--- src/rtl/rbs_pkg.sv ---
// shared types, constants and arithmetic helpers for the ray/box slab test
package rbs_pkg;

  localparam int unsigned PipeDepth     = 7;
  localparam int unsigned DivStages     = 4;
  localparam int unsigned StepsPerStage = 8;
  localparam int unsigned QuoWidth      = DivStages * StepsPerStage;

  localparam logic [2:0] RegBoxMinX = 3'd0;
  localparam logic [2:0] RegBoxMinY = 3'd1;
  localparam logic [2:0] RegBoxMinZ = 3'd2;
  localparam logic [2:0] RegBoxMaxX = 3'd3;
  localparam logic [2:0] RegBoxMaxY = 3'd4;
  localparam logic [2:0] RegBoxMaxZ = 3'd5;

  localparam logic signed [33:0] NegUnbounded = -34'sd2147483649;
  localparam logic signed [33:0] PosUnbounded = 34'sd2147483648;

  // one restoring divider lane
  typedef struct packed {
    logic [16:0]         rem;
    logic [QuoWidth-1:0] num;
    logic [QuoWidth-1:0] quo;
    logic                neg;
    logic                ovf;
  } lane_t;

  typedef struct packed {
    lane_t       mn;
    lane_t       mx;
    logic [17:0] dmag;
    logic        dneg;
    logic        dzero;
    logic        in_slab;
  } axis_t;

  typedef struct packed {
    logic signed [33:0] t0;
    logic signed [33:0] t1;
    logic               miss;
  } bound_t;

  function automatic lane_t div_steps(lane_t l, logic [17:0] d);
    lane_t       r;
    logic [17:0] t;
    r = l;
    for (int i = 0; i < StepsPerStage; i++) begin
      t     = {r.rem, r.num[QuoWidth-1]};
      r.num = {r.num[QuoWidth-2:0], 1'b0};
      if (t >= d) begin
        r.rem = 17'(t - d);
        r.quo = {r.quo[QuoWidth-2:0], 1'b1};
      end else begin
        r.rem = t[16:0];
        r.quo = {r.quo[QuoWidth-2:0], 1'b0};
      end
    end
    return r;
  endfunction

  // signed, saturated quotient from magnitude, sign and overflow flag
  function automatic logic signed [31:0] sat_quo(lane_t l);
    logic signed [31:0] r;
    if (l.neg) begin
      if (l.ovf || (l.quo > 32'h8000_0000)) r = 32'sh8000_0000;
      else r = 32'(-l.quo);
    end else begin
      if (l.ovf || l.quo[31]) r = 32'sh7fff_ffff;
      else r = l.quo;
    end
    return r;
  endfunction

endpackage

--- src/rtl/rbs_div_stage.sv ---
// one divider stage: eight restoring steps on all six lanes
module rbs_div_stage (
  input  logic                 clk_i,
  input  logic                 en_i,
  input  rbs_pkg::axis_t [2:0] axis_i,
  output rbs_pkg::axis_t [2:0] axis_o
);
  import rbs_pkg::*;

  axis_t [2:0] axis_d, axis_q;

  always_comb begin
    for (int a = 0; a < 3; a++) begin
      axis_d[a]    = axis_i[a];
      axis_d[a].mn = div_steps(axis_i[a].mn, axis_i[a].dmag);
      axis_d[a].mx = div_steps(axis_i[a].mx, axis_i[a].dmag);
    end
  end

  always_ff @(posedge clk_i) begin
    if (en_i) axis_q <= axis_d;
  end

  assign axis_o = axis_q;

endmodule

--- config.mk ---
export PLATFORM = sky130hd
export DESIGN_NAME = rbs_div_stage
export DESIGN_NICKNAME = d
export VERILOG_FILES = /design/src/rtl/rbs_pkg.sv /design/src/rtl/rbs_div_stage.sv
export SDC_FILE = /design/constraint.sdc
export NUM_CORES = 2
export LEC_CHECK = 0
export BUFFER_PORTS_ARGS = -buffer_cell sky130_fd_sc_hd__buf_2
export CAP_MARGIN = 20
export CORE_AREA = 2 2 433 435
export CTS_CLUSTER_DIAMETER = 150
export DETAILED_ROUTE_END_ITERATION = 10
export DIE_AREA = 0 0 435 437
export GPL_TIMING_DRIVEN = 0
export PLACE_DENSITY = 0.59
export SLEW_MARGIN = 10
export SYNTH_ARGS = -nofsm -noshare
export SYNTH_HDL_FRONTEND = slang
export SYNTH_SLANG_ARGS = --single-unit
--- constraint.sdc ---
create_clock -name clk_i -period 19.4 [get_ports clk_i]
set_clock_uncertainty 0.05 [all_clocks]
set_input_delay 1.94 -clock clk_i [delete_from_list [all_inputs] [get_ports clk_i]]
set_output_delay 1.94 -clock clk_i [all_outputs]
set_load 0.01 [all_outputs]
# Word level (Yosys, flattened, before mapping)
# Index checks and enable logic that the tools add are counted.
word_totals:
  word_cells: 234
  in_bits: 563
  regBits: 513
  out_inout_bits: 561
op_classes:
  magnitude_cmp: 48
  mux: 96
  addsub: 48
op_table:
  columns: ["cell", "count"]
  rows:
  - ["18-bit greater-or-equal comparator", 48]
  - ["17-bit two-way mux", 48]
  - ["17-bit subtractor", 48]
  - ["1-bit two-way mux", 48]

# Longest topological paths before layout
depth:
  ltp_word: 16
  mapped_depth: 96
  ltp_nobuf: 87

# Worst setup path after synthesis
# No wires, ideal clock.
synth_path:
  path_kind: "input to register"
  start: "input port axis_i[12] in the netlist's numbering"
  end: "register axis_q (netlist bit axis_o[185]) (data pin)"
  path_buffers: 14
  slack_ns: -0.801
  setup_ns: 0.274
  stages: 88
  required_time_ns: 19.076
  arrival_ns: 19.877
  path_cell_list: "inv_1 -> ha_1 -> clkbuf_1 -> a21oi_1 -> a32o_1 -> a21oi_1 -> a21o_1 -> nor2_1 -> or3b_2 -> nand2_1 -> ha_1 -> clkbuf_1 -> nand4_1 -> nor4_1 -> or4b_1 -> nor3b_1 -> o21ba_2 -> clkbuf_1 -> (+52 left out) -> a31oi_1 -> nor3_1 -> o31ai_1 -> clkbuf_1 -> a21oi_1 -> fa_1 -> a21o_1 -> a21oi_1 -> o21ai_1 -> o2111a_1 -> o31a_1 -> nor4_1 -> or3_1 -> clkbuf_1 -> clkinv_1 -> or3_1 -> o211ai_1 -> a31oi_1"
synth_lines:
  columns: ["element", "line", "source"]
  rows:
  - ["start, declared", "rbs_div_stage.sv:5", "input rbs_pkg::axis_t [2:0] axis_i,"]
  - ["end signal, assigned", "rbs_div_stage.sv:21", "if (en_i) axis_q <= axis_d;"]
  - ["end, declared", "rbs_div_stage.sv:10", "axis_t [2:0] axis_d, axis_q;"]

==> reports/qor.csv <==
stage,metric,value,unit
floorplan,core_area,185000,um^2
timing,setup_viol,0,
synthesis,synth_fa_ha_area_share,18.19,%
synthesis,synth-seq-area-share,23.81,%
finish,stdcell_area,88320,um^2
flow_run,max-cap-violations,0,
floorplan,start_util,34.97,%
drt,drc,0,
global_route,gr-usage-all-layers,27.72,%
placed_design,placed_area,74080,um^2
timing,drv_slew,0,
clocking,cts_tree,built,
synthesis,synth_top_family_by_area,compound AO/OA/AOI/OAI gates,
setup_path,crit_arrival,19.70,ns
outcome,status,"finished, final reports clean",
setup_path,start_kind,primary input,
clocking,clk_pin_slew,0.07,ns
synthesis,yosysWarnings,0,
timing,fin_hold_ws,1.336,ns
clocking,clockBufferDepth,3,
clocking,cts_root_buf,clkbuf_16,
global_route,antenna_found_initial,90,
finish,area_growth,36.50,%
drt,antenna_left,0,
synthesis,synth.area.top_cells,"edfxtp_1 24%, ha_1 17%, a21oi_1 4.9%",
floorplan,die_w,435,um
placed_design,dp_hpwl,215200,um
drt,drtIter0Drc,5578,
floorplan,die_y,437,um
setup_path,cp_common_cell,ha_4,
synthesis,synth_ff_type,edfxtp_1,
setup_path,cp_slowest_stage_delay,0.42,ns
setup_path,timing.critical_path.slowest_stage_cell,o41a_1,
synthesis,ys_types,113,
timing,relSlewSlack,33.49,%
clocking,cts_max_level,3,
drt,first_pass_iters,6,
global_route,grt_pass1_vias,63600,
synthesis,synth-simple-area-share,16.26,%
synthesis,ys_async_sr_fraction,0,%
drt,wirelength,284000,um
drt,avgViaCountPerCell,5.765,
placed_design,place_congestion,0.9740,
timing,finalCriticalPeriod,19.28,ns
setup_path,crit_type,primary input to flop,
floorplan,pin_count,1124,
global_route,overflow,0,
clocking,numCtsBuffers,70,
placed_design,port_buffers,1027,
global_route,grt_pass1_wl,403300,um
finish,final_cell_count_no_fill,11810,
drt,via_count,68070,
global_route,grt_max_degree,102,
min_path,hold_path.class,primary input to flop,
setup_path,cp_max_fo,7,
finish,largest_register_ffs,513,
synthesis,syn_area_per_cell,8.566,um^2
finish,final_net_count,10700,
synthesis,synth_compound_area_share,25.46,%
synthesis,synth_edf_count,513,
timing,max_freq,0.05186,GHz
clocking,clock_sinks,513,
synthesis,synth_seq_cells,513,
setup_path,crit_path_end_kind,flop,
timing,tightest_slew,0.9923,ns
synthesis,synthXorXnorAreaFrac,7.689,%
floorplan,num_rows,158,
setup_path,crit_required,19.82,ns
timing,rsz0062_at_grt,yes,
floorplan,die_area,190100,um^2
placed_design,place_inst,11140,
synthesis,synth.mux.area_fraction,4.695,%
drt,wire_per_inst,24.05,um
synthesis,syn_area,64700,um^2
synthesis,yosysTopAreaCellShare,23.81,%
timing,final_hold_viol_count,0,
finish,drive_gt1_share,33.70,%
clocking,ctsHoldBuffers,0,
timing,finalCritPeriodShare,99.39,%
synthesis,netlist_instances,7553,
synthesis,synth_area_leader_cell,edfxtp_1,
## metrics by stage
| step | setup TNS [ns] | worst slack [ns] | utilization (%) |
|---|---|---|---|
| after global routing | -10.85 | -0.3122 | 47.70 |
| after CTS | -0.007534 | -0.007534 | 44.29 |
| after detailed placement | -700.87 | -7.028 | 40.04 |
| after global placement | -702.94 | -7.000 | 39.59 |
| after floorplan | -0.02826 | -0.02826 | - |
| final | 0 | 0.1186 | 47.73 |
## cell usage after synthesis, types with 78 or more instances
cell type	count
o31ai_1	88
nor2b_1	104
a21o_1	265
nand2b_1	96
o21a_1	189
mux2_2	200
inv_1	384
xor2_1	220
a31oi_1	104
nand4_1	119
a21oi_1	634
edfxtp_1	513
nand2_1	592
o21ai_0	462
nand3_1	139
xnor2_1	348
nor3_1	206
a211oi_1	102
clkbuf_1	92
or3_1	78
nor2_1	620
ha_1	864
## cells in the final DEF, fill, tap and decap left out, drive strengths merged, types with 52 or more instances in the layout
cell type | netlist | final
or3 | 78 | 78
nand3 | 139 | 139
mux2 | 203 | 203
nand2b | 96 | 96
clkbuf | 92 | 124
and3 | 57 | 57
nand2 | 593 | 593
o21a | 190 | 190
buf | 107 | 1707
nor3 | 208 | 208
nor2b | 105 | 105
clkinvlp | 0 | 52
xnor2 | 348 | 348
o21ai | 482 | 482
nor2 | 625 | 625
o31ai | 94 | 94
or2 | 52 | 52
a21o | 265 | 265
a211oi | 106 | 106
o21bai | 62 | 62
mux2i | 74 | 74
a31oi | 106 | 106
o211ai | 54 | 54
ha | 864 | 864
xor2 | 220 | 220
a21oi | 637 | 637
nand4 | 119 | 119
inv | 397 | 358
edfxtp | 513 | 513
## layer usage
metal  vias up  GRT usage [%]  part of all wire, %
met1     32890          35.66                   42
met3       595          5.007                  7.2
met5         -              0                0.049
met2      2594          44.87                   46
met4        20          13.04                  4.9
li1      31970              -                    -
## cells by family (layout without fill, tap and decap cells)
group / count (synthesis) / in the layout
XOR/XNOR: 568 / 568
AND/OR/NAND/NOR: 2207 / 2207
adder cells (fa/ha/maj): 912 / 912
other: 1 / 96
flip-flops: 513 / 513
buffers and inverters: 605 / 2284
AO/OA/AOI/OAI: 2470 / 2470
multiplexers: 277 / 277
## final cells by class
cell class | instances | area [um^2]
plain buffers | 182 | 1919
clock buffers | 83 | 1822
repair buffers | 1566 | 10200
repair inverters | 2 | 10.01
fillers | 17680 | 96720
well taps | 2480 | 3103
multi-input cells | 6482 | 53340
inverters | 406 | 1810
flip-flops and latches | 513 | 15400
clock inverters | 45 | 594.3
diodes | 48 | 120.1
## what timing repair did
item,in CTS,in global routing
gates resized for setup,829,931
setup buffers,269,229
cloned,2,7
endpoints found under the setup margin,114,108
pin swaps,162,341
## worst max-delay path, delay by kind of cell
family	cells	cell delay, ns
buf+inv	17	2.25
mux	4	1.13
xor+xnor	1	0.09
simple gates	13	2.39
fa+ha+maj	8	2.29
compound gates	44	9.55
## worst paths after layout
| check | from | end | slack [ns] | cells after the start |
|---|---|---|---|---|
| worst min-delay path | axis_i[76] | axis_o[84]$_DFFE_PP_ | 1.34 | 1 |
| worst max-delay path | axis_i[378] | axis_o[467]$_DFFE_PP_ | 0.12 | 87 |
Power is left out: the tool's default activity adds up to more than one toggle a clock period on the data nets, which glitch-free logic cannot reach.
