[src/rtl/rbs_pkg.sv]
// shared types, constants and arithmetic helpers for the ray/box slab test
package rbs_pkg;

  localparam int unsigned PipeDepth     = 7;
  localparam int unsigned DivStages     = 4;
  localparam int unsigned StepsPerStage = 8;
  localparam int unsigned QuoWidth      = DivStages * StepsPerStage;

  localparam logic [2:0] RegBoxMinX = 3'd0;
  localparam logic [2:0] RegBoxMinY = 3'd1;
  localparam logic [2:0] RegBoxMinZ = 3'd2;
  localparam logic [2:0] RegBoxMaxX = 3'd3;
  localparam logic [2:0] RegBoxMaxY = 3'd4;
  localparam logic [2:0] RegBoxMaxZ = 3'd5;

  localparam logic signed [33:0] NegUnbounded = -34'sd2147483649;
  localparam logic signed [33:0] PosUnbounded = 34'sd2147483648;

  // one restoring divider lane
  typedef struct packed {
    logic [16:0]         rem;
    logic [QuoWidth-1:0] num;
    logic [QuoWidth-1:0] quo;
    logic                neg;
    logic                ovf;
  } lane_t;

  typedef struct packed {
    lane_t       mn;
    lane_t       mx;
    logic [17:0] dmag;
    logic        dneg;
    logic        dzero;
    logic        in_slab;
  } axis_t;

  typedef struct packed {
    logic signed [33:0] t0;
    logic signed [33:0] t1;
    logic               miss;
  } bound_t;

  function automatic lane_t div_steps(lane_t l, logic [17:0] d);
    lane_t       r;
    logic [17:0] t;
    r = l;
    for (int i = 0; i < StepsPerStage; i++) begin
      t     = {r.rem, r.num[QuoWidth-1]};
      r.num = {r.num[QuoWidth-2:0], 1'b0};
      if (t >= d) begin
        r.rem = 17'(t - d);
        r.quo = {r.quo[QuoWidth-2:0], 1'b1};
      end else begin
        r.rem = t[16:0];
        r.quo = {r.quo[QuoWidth-2:0], 1'b0};
      end
    end
    return r;
  endfunction

  // signed, saturated quotient from magnitude, sign and overflow flag
  function automatic logic signed [31:0] sat_quo(lane_t l);
    logic signed [31:0] r;
    if (l.neg) begin
      if (l.ovf || (l.quo > 32'h8000_0000)) r = 32'sh8000_0000;
      else r = 32'(-l.quo);
    end else begin
      if (l.ovf || l.quo[31]) r = 32'sh7fff_ffff;
      else r = l.quo;
    end
    return r;
  endfunction

endpackage

[src/rtl/rbs_resolve.sv]
// back stages: saturate and order the slab bounds, then merge the three axes
module rbs_resolve (
  input  logic                 clk_i,
  input  logic                 sel_en_i,
  input  logic                 out_en_i,
  input  rbs_pkg::axis_t [2:0] axis_i,
  output logic                 hit_o,
  output logic signed [31:0]   near_o
);
  import rbs_pkg::*;

  bound_t [2:0]       bnd_d, bnd_q;
  logic signed [33:0] lo, hi;
  logic               any_miss, hit_d;
  logic signed [31:0] near_d;
  logic               hit_q;
  logic signed [31:0] near_q;

  always_comb begin
    for (int a = 0; a < 3; a++) begin
      if (axis_i[a].dzero) begin
        bnd_d[a].t0   = NegUnbounded;
        bnd_d[a].t1   = PosUnbounded;
        bnd_d[a].miss = !axis_i[a].in_slab;
      end else if (axis_i[a].dneg) begin
        bnd_d[a].t0   = 34'(sat_quo(axis_i[a].mx));
        bnd_d[a].t1   = 34'(sat_quo(axis_i[a].mn));
        bnd_d[a].miss = 1'b0;
      end else begin
        bnd_d[a].t0   = 34'(sat_quo(axis_i[a].mn));
        bnd_d[a].t1   = 34'(sat_quo(axis_i[a].mx));
        bnd_d[a].miss = 1'b0;
      end
    end
  end

  always_ff @(posedge clk_i) begin
    if (sel_en_i) bnd_q <= bnd_d;
  end

  // near and far only tighten, so the final interval and the per-axis miss flags decide the hit
  always_comb begin
    lo       = NegUnbounded;
    hi       = PosUnbounded;
    any_miss = 1'b0;
    for (int a = 0; a < 3; a++) begin
      if (bnd_q[a].t0 > lo) lo = bnd_q[a].t0;
      if (bnd_q[a].t1 < hi) hi = bnd_q[a].t1;
      any_miss = any_miss | bnd_q[a].miss;
    end
    hit_d = !any_miss && (lo <= hi) && (hi >= 0);
    if (!hit_d) near_d = '0;
    else if (lo < -34'sd2147483648) near_d = 32'sh8000_0000;
    else near_d = lo[31:0];
  end

  always_ff @(posedge clk_i) begin
    if (out_en_i) begin
      hit_q  <= hit_d;
      near_q <= near_d;
    end
  end

  assign hit_o  = hit_q;
  assign near_o = near_q;

endmodule
[config.mk]
export PLATFORM = sky130hd
export DESIGN_NAME = rbs_resolve
export DESIGN_NICKNAME = d
export VERILOG_FILES = /design/src/rtl/rbs_pkg.sv /design/src/rtl/rbs_resolve.sv
export SDC_FILE = /design/constraint.sdc
export NUM_CORES = 1
export LEC_CHECK = 0
export BUFFER_PORTS_ARGS = -buffer_cell sky130_fd_sc_hd__buf_2
export CORE_AREA = 10 10 226 228
export CTS_CLUSTER_SIZE = 12
export DETAILED_ROUTE_END_ITERATION = 8
export DIE_AREA = 0 0 236 238
export PLACE_DENSITY_LB_ADDON = 0.1
export SLEW_MARGIN = 20
export SYNTH_ARGS = -nofsm -noshare
export SYNTH_HDL_FRONTEND = slang
export SYNTH_SLANG_ARGS = --single-unit
[constraint.sdc]
create_clock -name clk_i -period 17.24 [get_ports clk_i]
set_clock_uncertainty 0.15 [all_clocks]
set_input_delay 1.724 -clock clk_i [delete_from_list [all_inputs] [get_ports clk_i]]
set_output_delay 1.724 -clock clk_i [all_outputs]
set_load 0.005 [all_outputs]
* Word-level counts from Yosys, hierarchy flattened
Index checks and enable logic that the tools add are counted.
** Word-level totals
- Register bits :: 240
- Input bits :: 564
- Output and inout bits :: 33
- Logic and storage cells :: 86
** Cells by class
- Add/subtract/negate cells :: 6
- $lt $le $gt $ge :: 15
- Muxes and demuxes :: 31
- Bitwise logic cells :: 3
- Reduce and logical (&&, ||, !) cells :: 19
** Operators by type and width (number)
- 32-bit 2-to-1 mux :: 19
- 69-bit 2-to-1 mux :: 3
- 34-bit 2-to-1 mux :: 6
- 32-bit greater-than comparator, second input constant :: 6
- 32-bit negator :: 6
- 34-bit greater-than comparator :: 2
- 34-bit < comparator :: 2
- 34-bit by 1-bit greater-or-equal comparator with 1-bit output, second input constant :: 1
- 34-bit by 33-bit greater-than comparator with 1-bit output, second input constant :: 1
- 34-bit <= comparator :: 1
- 34-bit by 32-bit < comparator with 1-bit output, second input constant :: 1
- 34-bit by 33-bit < comparator with 1-bit output, second input constant :: 1
- 1-bit logical OR :: 12
- 1-bit zero test :: 4
- 1-bit 2-to-1 mux :: 3
- 1-bit logical AND :: 2
- 1-bit OR :: 2
- 2-bit OR reduction :: 1
- 1-bit NOT :: 1

* Logic depth before layout (Yosys ltp)
- Depth in word-level cells :: 11
- Gate-level depth with buffers :: 42
- Mapped depth without buffers :: 35

* Least setup slack after synthesis
No wires, ideal clock.
- Kind :: reg-to-reg
- Start point :: reg bnd_q[66] (netlist bit)
- End point :: reg near_q[31], in the netlist near_o[31] (data pin)
- Arrival :: 8.873 ns
- Data required time :: 16.941 ns
- Slack :: 8.068 ns
- Cell stages (with the launch flop) :: 41
- Path buffers :: 7
- Period minus slack after synthesis :: 9.172 ns
- Cells stage by stage :: edfxtp_1 -> nand4b_1 -> nor3_1 -> nand3_1 -> a21boi_0 -> ha_1 -> nand2b_1 -> clkbuf_1 -> buf_1 -> nor2_1 -> ha_1 -> a21o_1 -> a21oi_1 -> o21ai_0 -> a221oi_1 -> a21o_1 -> clkbuf_1 -> clkbuf_1 -> [... 5 more ...] -> a211o_1 -> a31o_2 -> a221oi_1 -> o31ai_1 -> clkbuf_1 -> and2_1 -> or2_2 -> ha_1 -> a21o_1 -> a21o_1 -> a21o_1 -> a211o_1 -> a21oi_1 -> nand2_1 -> o21ai_0 -> o211ai_1 -> clkbuf_1 -> a2bb2oi_1
** On the way
- Longest elaborated chain between the ends :: 9
- Elaborated cells on any way between the ends :: 11
** RTL lines
- from (decl) :: RTL line rbs_resolve.sv:12 : bound_t [2:0] bnd_d, bnd_q;
- from (signal assigned) :: RTL line rbs_resolve.sv:38 : if (sel_en_i) bnd_q <= bnd_d;
- 34-bit by 33-bit greater-than comparator with 1-bit output :: RTL line rbs_resolve.sv:47 : if (bnd_q[a].t0 > lo) lo = bnd_q[a].t0;
- 34-bit 2-to-1 mux * :: RTL line rbs_resolve.sv:47
- 34-bit greater-than comparator :: RTL line rbs_resolve.sv:47
- 34-bit 2-to-1 mux * :: RTL line rbs_resolve.sv:47
- 34-bit greater-than comparator :: RTL line rbs_resolve.sv:47
- 34-bit 2-to-1 mux * :: RTL line rbs_resolve.sv:47
- via lo[19] :: RTL line rbs_resolve.sv:13 : logic signed [33:0] lo, hi;
- 34-bit <= comparator :: RTL line rbs_resolve.sv:51 : hit_d = !any_miss && (lo <= hi) && (hi >= 0);
- 1-bit logical AND (2 in series) :: RTL line rbs_resolve.sv:51
- to (signal assigned) :: RTL line rbs_resolve.sv:60 : near_q <= near_d;
- to (decl) :: RTL line rbs_resolve.sv:17 : logic signed [31:0] near_q;
Mark *: on every way through the listed nets, which the timed path passes. The rest lies on a longest branch.
A chain may end at the register's enable or synchronous reset.

* Final worst setup path
- Start point :: reg bnd_q[62] (netlist bit)
- End point :: reg near_q[19], in the netlist near_o[19] (data pin)
** On the way
- Longest elaborated chain between the ends :: 11
- Elaborated cells on any way between the ends :: 12
** RTL lines (RTL line)
- 34-bit by 33-bit greater-than comparator with 1-bit output :: rbs_resolve.sv:47
- 34-bit 2-to-1 mux * :: rbs_resolve.sv:47
- 34-bit greater-than comparator :: rbs_resolve.sv:47
- 34-bit 2-to-1 mux * :: rbs_resolve.sv:47
- 34-bit greater-than comparator :: rbs_resolve.sv:47
- 34-bit 2-to-1 mux * :: rbs_resolve.sv:47
- 34-bit <= comparator :: rbs_resolve.sv:51
- 1-bit logical AND (2 in series) :: rbs_resolve.sv:51
- 1-bit NOT (no line)
- 2-bit OR reduction (no line)
Mark *: on every way between the ends. The rest lies on a longest branch, timed or not.

==> reports/summary.txt <==
status: completed
number of buffers created by CTS: 26
vias per std cell: 6.62
Worst Max-Slew Pin Slew: 1.21 ns
Die W: 236 µm
pin count of the biggest net entering global routing: 81
Post-Synth XOR/XNOR Area: 0.00273
mux cell area share after synthesis: 0.00964
DIE AREA: 56200 µm²
Nets: 3582
clock sinks: 234
post-route ant nets: 0
layout cells sized above 1: 0.147
DRT Pass-1 Iters: 6
worst reg2reg endpoint: near_o[19]
Critical Path Start Type: flop
Max Cap Viol: 0
R2R Setup Slk: 5.73 ns
Buf+Inv Stages, Crit Path: 5
WS Path Type: reg -> reg
synth-to-layout area growth: 10.2%
clock-pin slew on the worst setup and hold paths: 0.06 ns
first-pass GRT wire length: 131 mm
Post-synth top flop: edfxtp_1
leading post-synthesis cells by cell area: edfxtp_1 31%, ha_1 9.5%, nor2_1 4.9%
initial antenna violation count: 7
Compound-Gate Fraction of Synth Area: 0.293
post-route cell area: 24700 µm²
Final Slew Violations: 0
setup violators final: 0
Hold Path End: near_o[22]
CTS Hold Bufs: 0
Min Clock Period, post-route: 11.51 ns
hold path start: bnd_q[195]
post-synth top area share: 0.313
GRT Util Overall: 0.297
Root Buffer: clkbuf_16
slowest cell on the critical path: o31ai_4
H-tree levels: 1
simple-gate portion of the synthesized area: 0.244
detailed-route via count: 23000
total power: 2.38 mW
post-synth top area cell: edfxtp_1
fmax: 86.8 MHz
setup TNS: 0 ns
final hold violations: 0
IO buf count: 248
DP Area: 24000 µm²
Syn Nets: 3470
RSZ-0062 raised after global routing: no
Post-CTS Resized: 0
GRT overflow: 0
relative slew slack: 0.184
I/O Pins: 597
Seq cells post-synth: 234
Synth Area per Inst: 8.21 µm²
worst-path fanout max: 62
CTS tree: built
Core ar.: 46400 µm²
Yosys Warn Count: 0
Static Leak: 9.60 nW
# rows: 79
worst endpoint required time: 17.47 ns
Total Wirelength: 87.9 mm
hpwl dp: 69.3 mm
initial core utilization: 0.484
CP top delay family: compound AO/OA/AOI/OAI gates
Pwr per Cell Area: 96.3 nW/µm²
Final Core Density: 0.534
fin crit share: 0.668
Mapped Area: 22500 µm²
post-synthesis adder-cell area fraction: 0.0947
# DRC: 0
R2R Path Start: bnd_q[62]
sequential fraction of the synthesis area: 0.313
largest family of logic cells by synthesized area: compound AO/OA/AOI/OAI gates
GPL Wtd Cong: 0.982
Worst Reg-to-Reg Cells: 37
worst min-delay path category: reg -> reg
hold depth: 3
clk_lat worst skew: 0.56 ns
CP peak stage delay: 0.88 ns
WL per Instance: 25.3 µm
Post-synth EDFFs: 234
crit end category: flop
Crit path top cell by count: buf_4
Worst EP arrival: 11.74 ns
maximum root-to-sink buffer count: 3
vias in the first global route: 21400
synth unique cells: 87
asr flop ratio synth: 0
Post-CTS Setup Bufs: 0
Mapped Cells: 2736
die span in y: 238 µm
DRT iter0 DRCs: 2639
VDD IR-drop max: 0.0776 mV
==> worst max path at each step <==
stage                          from          to  cells after the start
final                     bnd_q[62]  near_o[19]                     37
after detailed placement  bnd_q[63]  near_o[19]                     37
after CTS                 bnd_q[63]  near_o[19]                     37
after floorplan           bnd_q[66]  near_o[31]                     40
after global routing      bnd_q[62]  near_o[19]                     36
after global placement    bnd_q[63]  near_o[19]                     36
==> cells in the mapped netlist (9+ instances only) <==
cell type,instances
a211oi_1,104
a21boi_0,10
a21o_1,106
a21oi_1,214
a22oi_1,23
a31oi_1,20
a32oi_1,10
and2_1,46
and3_1,14
buf_1,9
buf_2,12
clkbuf_1,168
edfxtp_1,234
ha_1,170
inv_1,53
mux2i_1,16
nand2_1,243
nand2b_1,36
nand3_1,43
nand4_1,36
nand4b_1,10
nor2_1,291
nor3_1,134
nor3b_1,17
nor4_1,34
o211ai_1,19
o21ai_0,159
o22ai_1,22
o311a_1,19
o311ai_0,44
o31ai_1,77
o32ai_1,29
o41ai_1,32
or2_2,65
or3_1,47
or4_1,21
==> cells by family after synthesis <==
family / after synthesis
multiplexers: 21
AO/OA/AOI/OAI: 967
XOR/XNOR: 7
AND/OR/NAND/NOR: 1090
adder cells (fa/ha/maj): 170
buffers and inverters: 247
flip-flops: 234
==> registers in the layout (all words and copies together), names as in the netlist <==
signal / count
bnd_q: 201
hit_o: 1
near_o: 32
==> metal layers <==
metal,wire [µm],GRT usage
met1,38800,0.411
met2,40100,0.475
met3,6080,0.0295
met4,2890,0.103
met5,21,0
==> cell usage in the layout, fill, tap and decap left out, types with 18 or more instances in the layout <==
cell type / n
clkbuf_16: 26
nor3_1: 134
inv_1: 53
nand2_1: 243
nor2_1: 290
a211oi_1: 104
nor4_1: 33
a21oi_1: 214
o21ai_0: 158
and2_1: 46
a22oi_1: 23
nand3_1: 43
o31ai_1: 76
nand2b_1: 36
a21o_1: 106
o32ai_1: 29
o311ai_0: 44
nand4_1: 36
edfxtp_1: 234
o22ai_1: 22
buf_2: 247
o311a_1: 19
a31oi_1: 18
o211ai_1: 19
buf_4: 27
or4_1: 21
or2_2: 65
or3_1: 47
o41ai_1: 32
ha_1: 170
==> power breakdown <==
| part | leakage (nW) | switching, mW | total [mW] | internal, mW |
|---|---|---|---|---|
| Sequential | 2.32 | 0.0530 | 0.745 | 0.692 |
| Clock | 0.366 | 0.231 | 0.508 | 0.277 |
| Combinational | 6.91 | 0.710 | 1.13 | 0.418 |
| Total | 9.60 | 0.994 | 2.38 | 1.39 |
==> per-stage QoR <==
step | setup slack (ns) | hold slack, ns | instances
4_1_cts | 6.08 | 0.645 | 3469
3_3_place_gp | 6.36 | 0.613 | 3427
6_report | 5.73 | 0.644 | 3475
2_1_floorplan | 8.07 | 0.564 | 2736
5_1_grt | 5.04 | 0.708 | 3473
3_5_place_dp | 6.16 | 0.635 | 3427
==> worst reg2reg max path, delay by kind of cell (launching register included) <==
kind            cells  cell delay (ns)
compound gates     17             4.65
fa+ha+maj           4             1.42
buf+inv             5             1.63
flops               1             0.54
simple gates       11             2.97
==> layout make-up <==
class	count	area (µm²)
well taps	607	759
fillers	4344	21600
clock inverters	10	70.1
clock buffers	32	673
flip-flops and latches	234	7030
diodes	6	15.0
repair buffers	275	1450
multi-input cells	2255	14500
inverters	56	210
Power figures use the tool's default switching activity.
