File: config.mk
export PLATFORM = sky130hd
export DESIGN_NAME = rbs_prep
export DESIGN_NICKNAME = d
export VERILOG_FILES = /design/src/rtl/rbs_pkg.sv /design/src/rtl/rbs_prep.sv
export SDC_FILE = /design/constraint.sdc
export NUM_CORES = 1
export LEC_CHECK = 0
export BUFFER_PORTS_ARGS = -buffer_cell sky130_fd_sc_hd__buf_2
export CORE_AREA = 2 2 353 355
export DETAILED_ROUTE_END_ITERATION = 8
export DIE_AREA = 0 0 355 357
export PLACE_DENSITY = 0.43
export SYNTH_ARGS = -nofsm -noshare
export SYNTH_HDL_FRONTEND = slang
export SYNTH_SLANG_ARGS = --single-unit
File: constraint.sdc
create_clock -name clk_i -period 7.8 [get_ports clk_i]
set_input_delay 1.95 -clock clk_i [delete_from_list [all_inputs] [get_ports clk_i]]
set_output_delay 1.95 -clock clk_i [all_outputs]
set_load 0.01 [all_outputs]
File: src/rtl/rbs_pkg.sv
// shared types, constants and arithmetic helpers for the ray/box slab test
package rbs_pkg;

  localparam int unsigned PipeDepth     = 7;
  localparam int unsigned DivStages     = 4;
  localparam int unsigned StepsPerStage = 8;
  localparam int unsigned QuoWidth      = DivStages * StepsPerStage;

  localparam logic [2:0] RegBoxMinX = 3'd0;
  localparam logic [2:0] RegBoxMinY = 3'd1;
  localparam logic [2:0] RegBoxMinZ = 3'd2;
  localparam logic [2:0] RegBoxMaxX = 3'd3;
  localparam logic [2:0] RegBoxMaxY = 3'd4;
  localparam logic [2:0] RegBoxMaxZ = 3'd5;

  localparam logic signed [33:0] NegUnbounded = -34'sd2147483649;
  localparam logic signed [33:0] PosUnbounded = 34'sd2147483648;

  // one restoring divider lane
  typedef struct packed {
    logic [16:0]         rem;
    logic [QuoWidth-1:0] num;
    logic [QuoWidth-1:0] quo;
    logic                neg;
    logic                ovf;
  } lane_t;

  typedef struct packed {
    lane_t       mn;
    lane_t       mx;
    logic [17:0] dmag;
    logic        dneg;
    logic        dzero;
    logic        in_slab;
  } axis_t;

  typedef struct packed {
    logic signed [33:0] t0;
    logic signed [33:0] t1;
    logic               miss;
  } bound_t;

  function automatic lane_t div_steps(lane_t l, logic [17:0] d);
    lane_t       r;
    logic [17:0] t;
    r = l;
    for (int i = 0; i < StepsPerStage; i++) begin
      t     = {r.rem, r.num[QuoWidth-1]};
      r.num = {r.num[QuoWidth-2:0], 1'b0};
      if (t >= d) begin
        r.rem = 17'(t - d);
        r.quo = {r.quo[QuoWidth-2:0], 1'b1};
      end else begin
        r.rem = t[16:0];
        r.quo = {r.quo[QuoWidth-2:0], 1'b0};
      end
    end
    return r;
  endfunction

  // signed, saturated quotient from magnitude, sign and overflow flag
  function automatic logic signed [31:0] sat_quo(lane_t l);
    logic signed [31:0] r;
    if (l.neg) begin
      if (l.ovf || (l.quo > 32'h8000_0000)) r = 32'sh8000_0000;
      else r = 32'(-l.quo);
    end else begin
      if (l.ovf || l.quo[31]) r = 32'sh7fff_ffff;
      else r = l.quo;
    end
    return r;
  endfunction

endpackage

File: src/rtl/rbs_prep.sv
// front stage: plane differences, magnitudes, overflow detect and divider setup
module rbs_prep (
  input  logic                     clk_i,
  input  logic                     en_i,
  input  logic signed [31:0]       bmin_i [3],
  input  logic signed [31:0]       bmax_i [3],
  input  logic signed [31:0]       org_i  [3],
  input  logic signed [17:0]       dir_i  [3],
  output rbs_pkg::axis_t [2:0]     axis_o
);
  import rbs_pkg::*;

  axis_t [2:0] axis_d, axis_q;

  function automatic lane_t lane_init(logic signed [31:0] plane, logic signed [31:0] org,
                                      logic [17:0] dmag, logic dneg);
    lane_t              l;
    logic signed [32:0] diff;
    logic [31:0]        mag;
    diff  = 33'(plane) - 33'(org);
    mag   = diff[32] ? 32'(-diff) : diff[31:0];
    l.rem = {1'b0, mag[31:16]};
    l.num = {mag[15:0], 16'h0};
    l.quo = '0;
    l.neg = diff[32] ^ dneg;
    l.ovf = ({2'b00, mag[31:16]} >= dmag);
    return l;
  endfunction

  always_comb begin
    for (int a = 0; a < 3; a++) begin
      axis_d[a].dneg    = dir_i[a][17];
      axis_d[a].dmag    = dir_i[a][17] ? 18'(-dir_i[a]) : dir_i[a];
      axis_d[a].dzero   = (dir_i[a] == '0);
      axis_d[a].in_slab = (bmin_i[a] <= org_i[a]) && (org_i[a] <= bmax_i[a]);
      axis_d[a].mn      = lane_init(bmin_i[a], org_i[a], axis_d[a].dmag, axis_d[a].dneg);
      axis_d[a].mx      = lane_init(bmax_i[a], org_i[a], axis_d[a].dmag, axis_d[a].dneg);
    end
  end

  always_ff @(posedge clk_i) begin
    if (en_i) axis_q <= axis_d;
  end

  assign axis_o = axis_q;

endmodule

# [Word-level counts from Yosys, hierarchy flattened]
# Cells that the tools add are included.
[op_classes] add_sub_neg=15 mul=0 div=0 order_cmp=12 eq_ne=0 n_shift=0 muxes=9 bitwise_logic=6 n_reduce_logical=6
[op_table] operator="subtractor 32 x 32 -> 33 bit" count=6
[op_table] operator="less-or-equal comparator 32 bit" count=6
[op_table] operator="2-to-1 mux 32 bit" count=6
[op_table] operator="negation 32 bit" count=6
[op_table] operator="greater-or-equal comparator 16 x 18 -> 1 bit" count=6
[op_table] operator="logical NOT 18 bit" count=3
[op_table] operator="2-to-1 mux 18 bit" count=3
[op_table] operator="negation 18 bit" count=3
[op_table] operator="bitwise XOR 1 bit" count=6
[op_table] operator="logical AND 1 bit" count=3
[totals] reg_bits=267 latchBits=0 ram_bits=0 romBits=0 inputBits=344 output_inout_bits=561 word_cells=84 memories=0

# [Longest topological paths before layout]
# Gate-level depths: netlist of run 1.
[depth] depth_word=4 ltp_mapped=26 depth_no_buf=25

# [Worst setup path before layout of run 1]
# Ideal clock, no wire load.
[synth_path] path_type="in2reg" start="input bmin_i[0] (netlist bit)" end="register axis_q (netlist bit axis_o[478]), data pin" setup_ns=0.259 t_arrival_ns=6.532 slack_ns=1.010 cell_stages=26 n_path_buf=2 cell_sequence="inv_1 ha_1 fa_1 nor2b_4 o21ba_1 or3_1 buf_2 a221o_1 a2111oi_4 o21ai_0 o31a_1 clkbuf_1 a21oi_1 xor2_1 inv_1 ha_1 nand2b_1 a21o_1 a21o_1 a21o_1 a21o_1 a21oi_1 o21ai_0 a41oi_1 a21o_1 a21oi_1"
[synth_rtl] element="from (decl)" line_no="rbs_prep.sv:5" rtl="input logic signed [31:0] bmin_i [3],"
[synth_rtl] element="to (signal assigned)" line_no="rbs_prep.sv:42" rtl="if (en_i) axis_q <= axis_d;"
[synth_rtl] element="to (decl)" line_no="rbs_prep.sv:13" rtl="axis_t [2:0] axis_d, axis_q;"

==> results of run 1 <==
power groups by stage:
stage                     Combinational, mW  Clock (mW)  Sequential, mW
final                                  3.38        1.82            2.13
after global routing                   3.74        1.93            2.15
after CTS                              3.40        1.89            2.14
after detailed placement               3.38           0            2.16
after global placement                 3.38           0            2.16
after floorplan                        2.09           0            2.26
critical path, delay by kind of cell:
family	cells	cell delay [ps]
adders and majority gates	3	950
xor gates and xnor gates	2	560
AOI/OAI and AO/OA	15	2810
buffers and inverters	6	830
and+or+nand+nor	2	330
per-layer routing:
layer | routed length, um | GRT usage (%) | up-vias
met1 | 48100 | 21.3 | 13200
met5 | 0 | 0 | -
met2 | 57500 | 31.2 | 956
li1 | - | - | 13700
met3 | 6070 | 2.11 | 142
met4 | 3990 | 6.17 | 0
how the worst min path moves through the flow:
| stage | startpoint | to | slack, ps | depth (start not counted) |
|---|---|---|---|---|
| floorplan | dir_i[35] | axis_o[189]$_DFFE_PP_ | 2050 | 0 |
| global placement | dir_i[18] | axis_o[190]$_DFFE_PP_ | 2270 | 1 |
| detailed placement | dir_i[18] | axis_o[190]$_DFFE_PP_ | 2270 | 1 |
| CTS | dir_i[18] | axis_o[190]$_DFFE_PP_ | 1600 | 1 |
| global route | dir_i[18] | axis_o[190]$_DFFE_PP_ | 1640 | 1 |
| finish | dir_i[18] | axis_o[190]$_DFFE_PP_ | 1650 | 1 |
layout make-up:
cell class,instances,area [um^2],area share [%]
antenna,1,2.50,0.00699
sequential,267,8020,22.4
timing repair buffer,665,3490,9.74
multi-input combinational,2963,20100,56.1
tap,1637,2050,5.72
inverter,240,901,2.52
clock buffer,48,1050,2.94
clock inverter,18,204,0.570
stage by stage:
step / hold slack [ps] / worst slack (ps) / utilization (%)
after floorplan: 2050 / 1010 / -
after CTS: 1600 / 670 / 29.1
final: 1650 / 716 / 29.1
after global routing: 1640 / 276 / 29.1
after detailed placement: 2270 / 48.8 / 28.1
after global placement: 2270 / 122 / 28.1
layout by cell type (no fill, tap or decap), drive strengths merged, types with 23 or more instances in the layout:
cell type,synthesis,routed
buf,306,665
ha,303,303
conb,1,294
edfxtp,267,267
a21oi,252,252
inv,240,241
xnor2,237,237
nor2,232,232
nand2,228,228
o21ai,198,198
xor2,112,112
a21o,108,108
nor3,89,89
nand3,83,83
clkbuf,89,48
nand2b,46,46
nand4,46,46
o21a,42,42
a211oi,39,39
or3,39,39
a31oi,39,39
and2,36,36
o21bai,35,35
nor2b,35,35
nor4,35,35
and3,34,34
o31ai,32,32
or2,30,30
a2111oi,25,25
o211ai,23,23
cells by family (layout without fill, tap and decap cells):
kind of cell             Yosys count  in the layout  share of synthesized area [%]
adder cells (fa/ha/maj)          309            309                           12.8
buffers and inverters            635            971                           11.5
AND/OR/NAND/NOR                 1010           1010                           17.1
XOR/XNOR                         349            349                           10.1
flip-flops                       267            267                           26.3
multiplexers                      15             15                          0.497
AO/OA/AOI/OAI                    986            986                           21.7
other                              1            295                         0.0123
==> results.json, run 1 <==
{
  "status": "completed",
  "largest_register_ffs": 267,
  "grt_usage_pct": 17.4,
  "finalHoldViolations": 0,
  "drc": 0,
  "p_sw_mw": 2.96,
  "crit_end": "axis_o[291]$_DFFE_PP_",
  "total_power_mw": 7.33,
  "io_buffers": 610,
  "numCtsBuffers": 40,
  "synth_top_flop_cell": "edfxtp_1",
  "synth_commonest_cells": "ha_1, buf_4, edfxtp_1, a21oi_1, inv_1",
  "hpwl_mm": 98.0,
  "postPlaceCellArea_um2": 34500,
  "grt_max_degree": 122,
  "postCtsHoldBufs": 0,
  "yosysSeqAreaShare_pct": 26.3,
  "cts_buffer_depth": 3,
  "io_pins": 905,
  "synth_area_leaders": "edfxtp_1, ha_1, buf_4",
  "first_iter_violations": 1778,
  "hp-class": "input pin to register",
  "async_flop_share_pct": 0,
  "cpPeakStageDelay_ps": 420,
  "period_minus_slack_ps": 7080,
  "num_vias": 28100,
  "fillCellCount": 13300,
  "synth_most_common_cell": "ha_1",
  "clk_pin_slew_ps": 60,
  "post_cts_buffers": 0,
  "p_per_area_nw_per_um2": 205,
  "dr.pass1.iters": 5,
  "post-route-cell-area_um2": 35800,
  "first_global_vias": 26900,
  "ys_warn_count": 0,
  "routedWlPerCell_um": 19.8,
  "synth_edf_count": 267,
  "die_width_um": 355,
  "cts-root-buf": "clkbuf_16",
  "clock-sinks": 267,
  "crit_type": "input pin to register",
  "grt_pass1_wl_mm": 167,
  "cts_tree": "done",
  "core-area_um2": 123000,
  "finalSetupTns_ps": 0,
  "startpoint_type": "input pin",
  "arrival_ps": 7440,
  "p_comb_share_pct": 46.1,
  "ir_drop_mv": 0.161,
  "syn2layout_area_growth_pct": 17.5,
  "swShare_pct": 40.4,
  "antenna_found_initial": 8,
  "grt_overflow_total": 0,
  "routed_via_density": 4.81,
  "seq_power_share_pct": 29.0,
  "synth_top_area_share_pct": 26.3,
  "synth_area_leader_cell": "edfxtp_1",
  "ys_seq_elements": 267,
  "rsz0062_at_grt": "no",
  "placedCellCount": 5772,
  "setup_viol": 0,
  "synth.distinct_cells": 95,
  "cpMostUsedCell": "a21o_1",
  "wl_mm": 116,
  "end_kind": "register",
  "nets": 4830,
  "synth.avg_cell_area_um2": 8.53,
  "start_util_pct": 24.8,
  "syn_inst": 3572,
  "max_clock_freq_mhz": 141,
  "antenna_left": 0,
  "internal_power_mw": 4.37,
  "required_ps": 8150,
  "path_max_fanout": 11,
  "tightest_slew_ps": 1110,
  "gp_congestion": 0.895,
  "rows": 129,
  "period_share_pct": 90.8,
  "synth_area_um2": 30500,
  "slew_violations": 0,
  "fp.dieH_um": 357,
  "max_cap_viol_count": 0,
  "clkPwrFrac_pct": 24.9,
  "cts_resized": 0,
  "htreeDepth": 2,
  "relSlewSlack_pct": 24.4,
  "leakagePower_nw": 15.8,
  "crit_start": "bmin_i[32]",
  "drive_gt1_share_pct": 18.9,
  "dieArea_um2": 127000,
  "slowest_stage": "fa_1",
  "stdcell_count": 5839
}
Power figures use the tool's default switching activity.
==> run 2, diff against run 1 <==
ABC_AREA = 1   (was default)
CORE_AREA = 2 2 348 350   (was 2 2 353 355)
DIE_AREA = 0 0 350 352   (was 0 0 355 357)
PLACE_DENSITY = 0.47   (was 0.43)
==> results.json, run 2 <==
{
  "hold_ws_ps": 1680,
  "seq_power_share_pct": 28.8,
  "synth_commonest_cells": "nand2_1, inv_1, nor2_1, nand3_1, ha_1",
  "seq_area_um2": 8020,
  "yosysSeqAreaShare_pct": 24.1,
  "required_ps": 8120,
  "post_cts_buffers": 0,
  "fp.dieH_um": 352,
  "synth.distinct_cells": 51,
  "finalHoldViolations": 0,
  "fin_util_pct": 32.2,
  "synth_area_um2": 33300,
  "first_iter_violations": 2255,
  "routedWlPerCell_um": 18.8,
  "hpwl_mm": 122,
  "rows": 127,
  "fillCellCount": 13500,
  "clock-sinks": 267,
  "post-route-cell-area_um2": 38400,
  "syn2layout_area_growth_pct": 15.5,
  "final_cell_mix": "nand2_1, inv_1, buf_2, nor2_1, nand3_1",
  "io_buffers": 610,
  "dr.pass1.iters": 6,
  "synth_top_flop_cell": "edfxtp_1",
  "grt_overflow_total": 0,
  "relSlewSlack_pct": 31.0,
  "arrival_ps": 6630,
  "num_vias": 33800,
  "max_clock_freq_mhz": 159,
  "max_cap_viol_count": 0,
  "ir_drop_mv": 0.133,
  "final_common_cell": "nand2_1",
  "ys_seq_elements": 267,
  "postPlaceCellArea_um2": 37200,
  "async_flop_share_pct": 0,
  "p_per_area_nw_per_um2": 190,
  "internal_power_mw": 4.04,
  "htreeDepth": 2,
  "cts_resized": 0,
  "path_delay_family": "simple AND/OR/NAND/NOR gates",
  "path_max_fanout": 33,
  "cts-root-buf": "clkbuf_16",
  "finalSetupTns_ps": 0,
  "synth_most_common_cell": "nand2_1",
  "stdcell_count": 7404,
  "dieArea_um2": 123000,
  "startpoint_type": "input pin",
  "setup_viol": 0,
  "synth_area_leaders": "edfxtp_1, nand2_1, ha_1",
  "largest_register_ffs": 267,
  "drc": 0,
  "p_comb_share_pct": 47.7,
  "wl_mm": 139,
  "start_util_pct": 27.9,
  "status": "completed",
  "nets": 6408,
  "cts_tree": "done",
  "synth_top_area_share_pct": 24.1,
  "hp-class": "input pin to register",
  "cpMostUsedCell": "nand2_1",
  "p_sw_mw": 3.27,
  "grt_usage_pct": 21.7,
  "clk_pin_slew_ps": 60,
  "total_power_mw": 7.32,
  "clkPwrFrac_pct": 23.5,
  "numCtsBuffers": 37,
  "grt_pass1_wl_mm": 200,
  "die_width_um": 350,
  "placedCellCount": 7328,
  "grt_max_degree": 146,
  "syn_inst": 5116,
  "synth_edf_count": 267,
  "core-area_um2": 119000,
  "routed_via_density": 4.57,
  "synth.avg_cell_area_um2": 6.51,
  "gp_congestion": 0.980,
  "io_pins": 905,
  "drive_gt1_share_pct": 13.5,
  "tightest_slew_ps": 1030,
  "slowest_stage": "nand2_2",
  "multiInputGateArea_um2": 20700,
  "first_global_vias": 31600,
  "leakagePower_nw": 20.9,
  "postCtsHoldBufs": 0,
  "synth_area_leader_cell": "edfxtp_1",
  "crit_type": "input pin to register",
  "swShare_pct": 44.8,
  "place_ws_ps": 977,
  "period_minus_slack_ps": 6300,
  "slew_violations": 0,
  "rsz0062_at_grt": "no",
  "antenna_left": 0,
  "ys_warn_count": 0,
  "critPathBufInv": 4,
  "end_kind": "register",
  "fin_ws_ps": 1500,
  "cts_buffer_depth": 3,
  "antenna_found_initial": 15,
  "cpPeakStageDelay_ps": 530,
  "period_share_pct": 80.8
}
-- run 2: layout make-up --
cell class | count | area share (%)
repair buffers | 623 | 8.26
multi-input cells | 3934 | 53.8
clock buffers | 40 | 2.44
well taps | 1612 | 5.25
diodes | 8 | 0.0521
clock inverters | 28 | 0.635
inverters | 892 | 8.71
flip-flops and latches | 267 | 20.9
-- run 2: power groups by stage --
stage	registers, mW	clock network [mW]	logic, mW
after floorplan	2.22	0	2.14
after global placement	2.14	0	3.47
after detailed placement	2.13	0	3.47
after CTS	2.11	1.78	3.48
after global routing	2.13	1.84	3.89
final	2.11	1.72	3.49
-- run 2: per-layer routing --
| metal | vias to the layer above | GRT usage, % | share of wire (%) |
|---|---|---|---|
| met2 | 1126 | 36.3 | 47 |
| met3 | 155 | 2.82 | 5.5 |
| met4 | 6 | 7.23 | 3.4 |
| met1 | 15500 | 28.6 | 44 |
| met5 | - | 0 | 0.033 |
| li1 | 17000 | - | - |
-- run 2: final timing paths --
kind	startpoint	slack [ps]	cells past startpoint	end
max	bmin_i[64]	1500	31	axis_o[104]$_DFFE_PP_
min	dir_i[18]	1680	1	axis_o[190]$_DFFE_PP_
-- run 2: kinds of logic after synthesis --
family	after synthesis	synth area share, %
AO/OA/AOI/OAI	486	8.04
XOR/XNOR	217	5.83
adder cells (fa/ha/maj)	309	11.8
buffers and inverters	1208	17.1
flip-flops	267	24.1
other	1	0.0113
AND/OR/NAND/NOR	2628	33.2
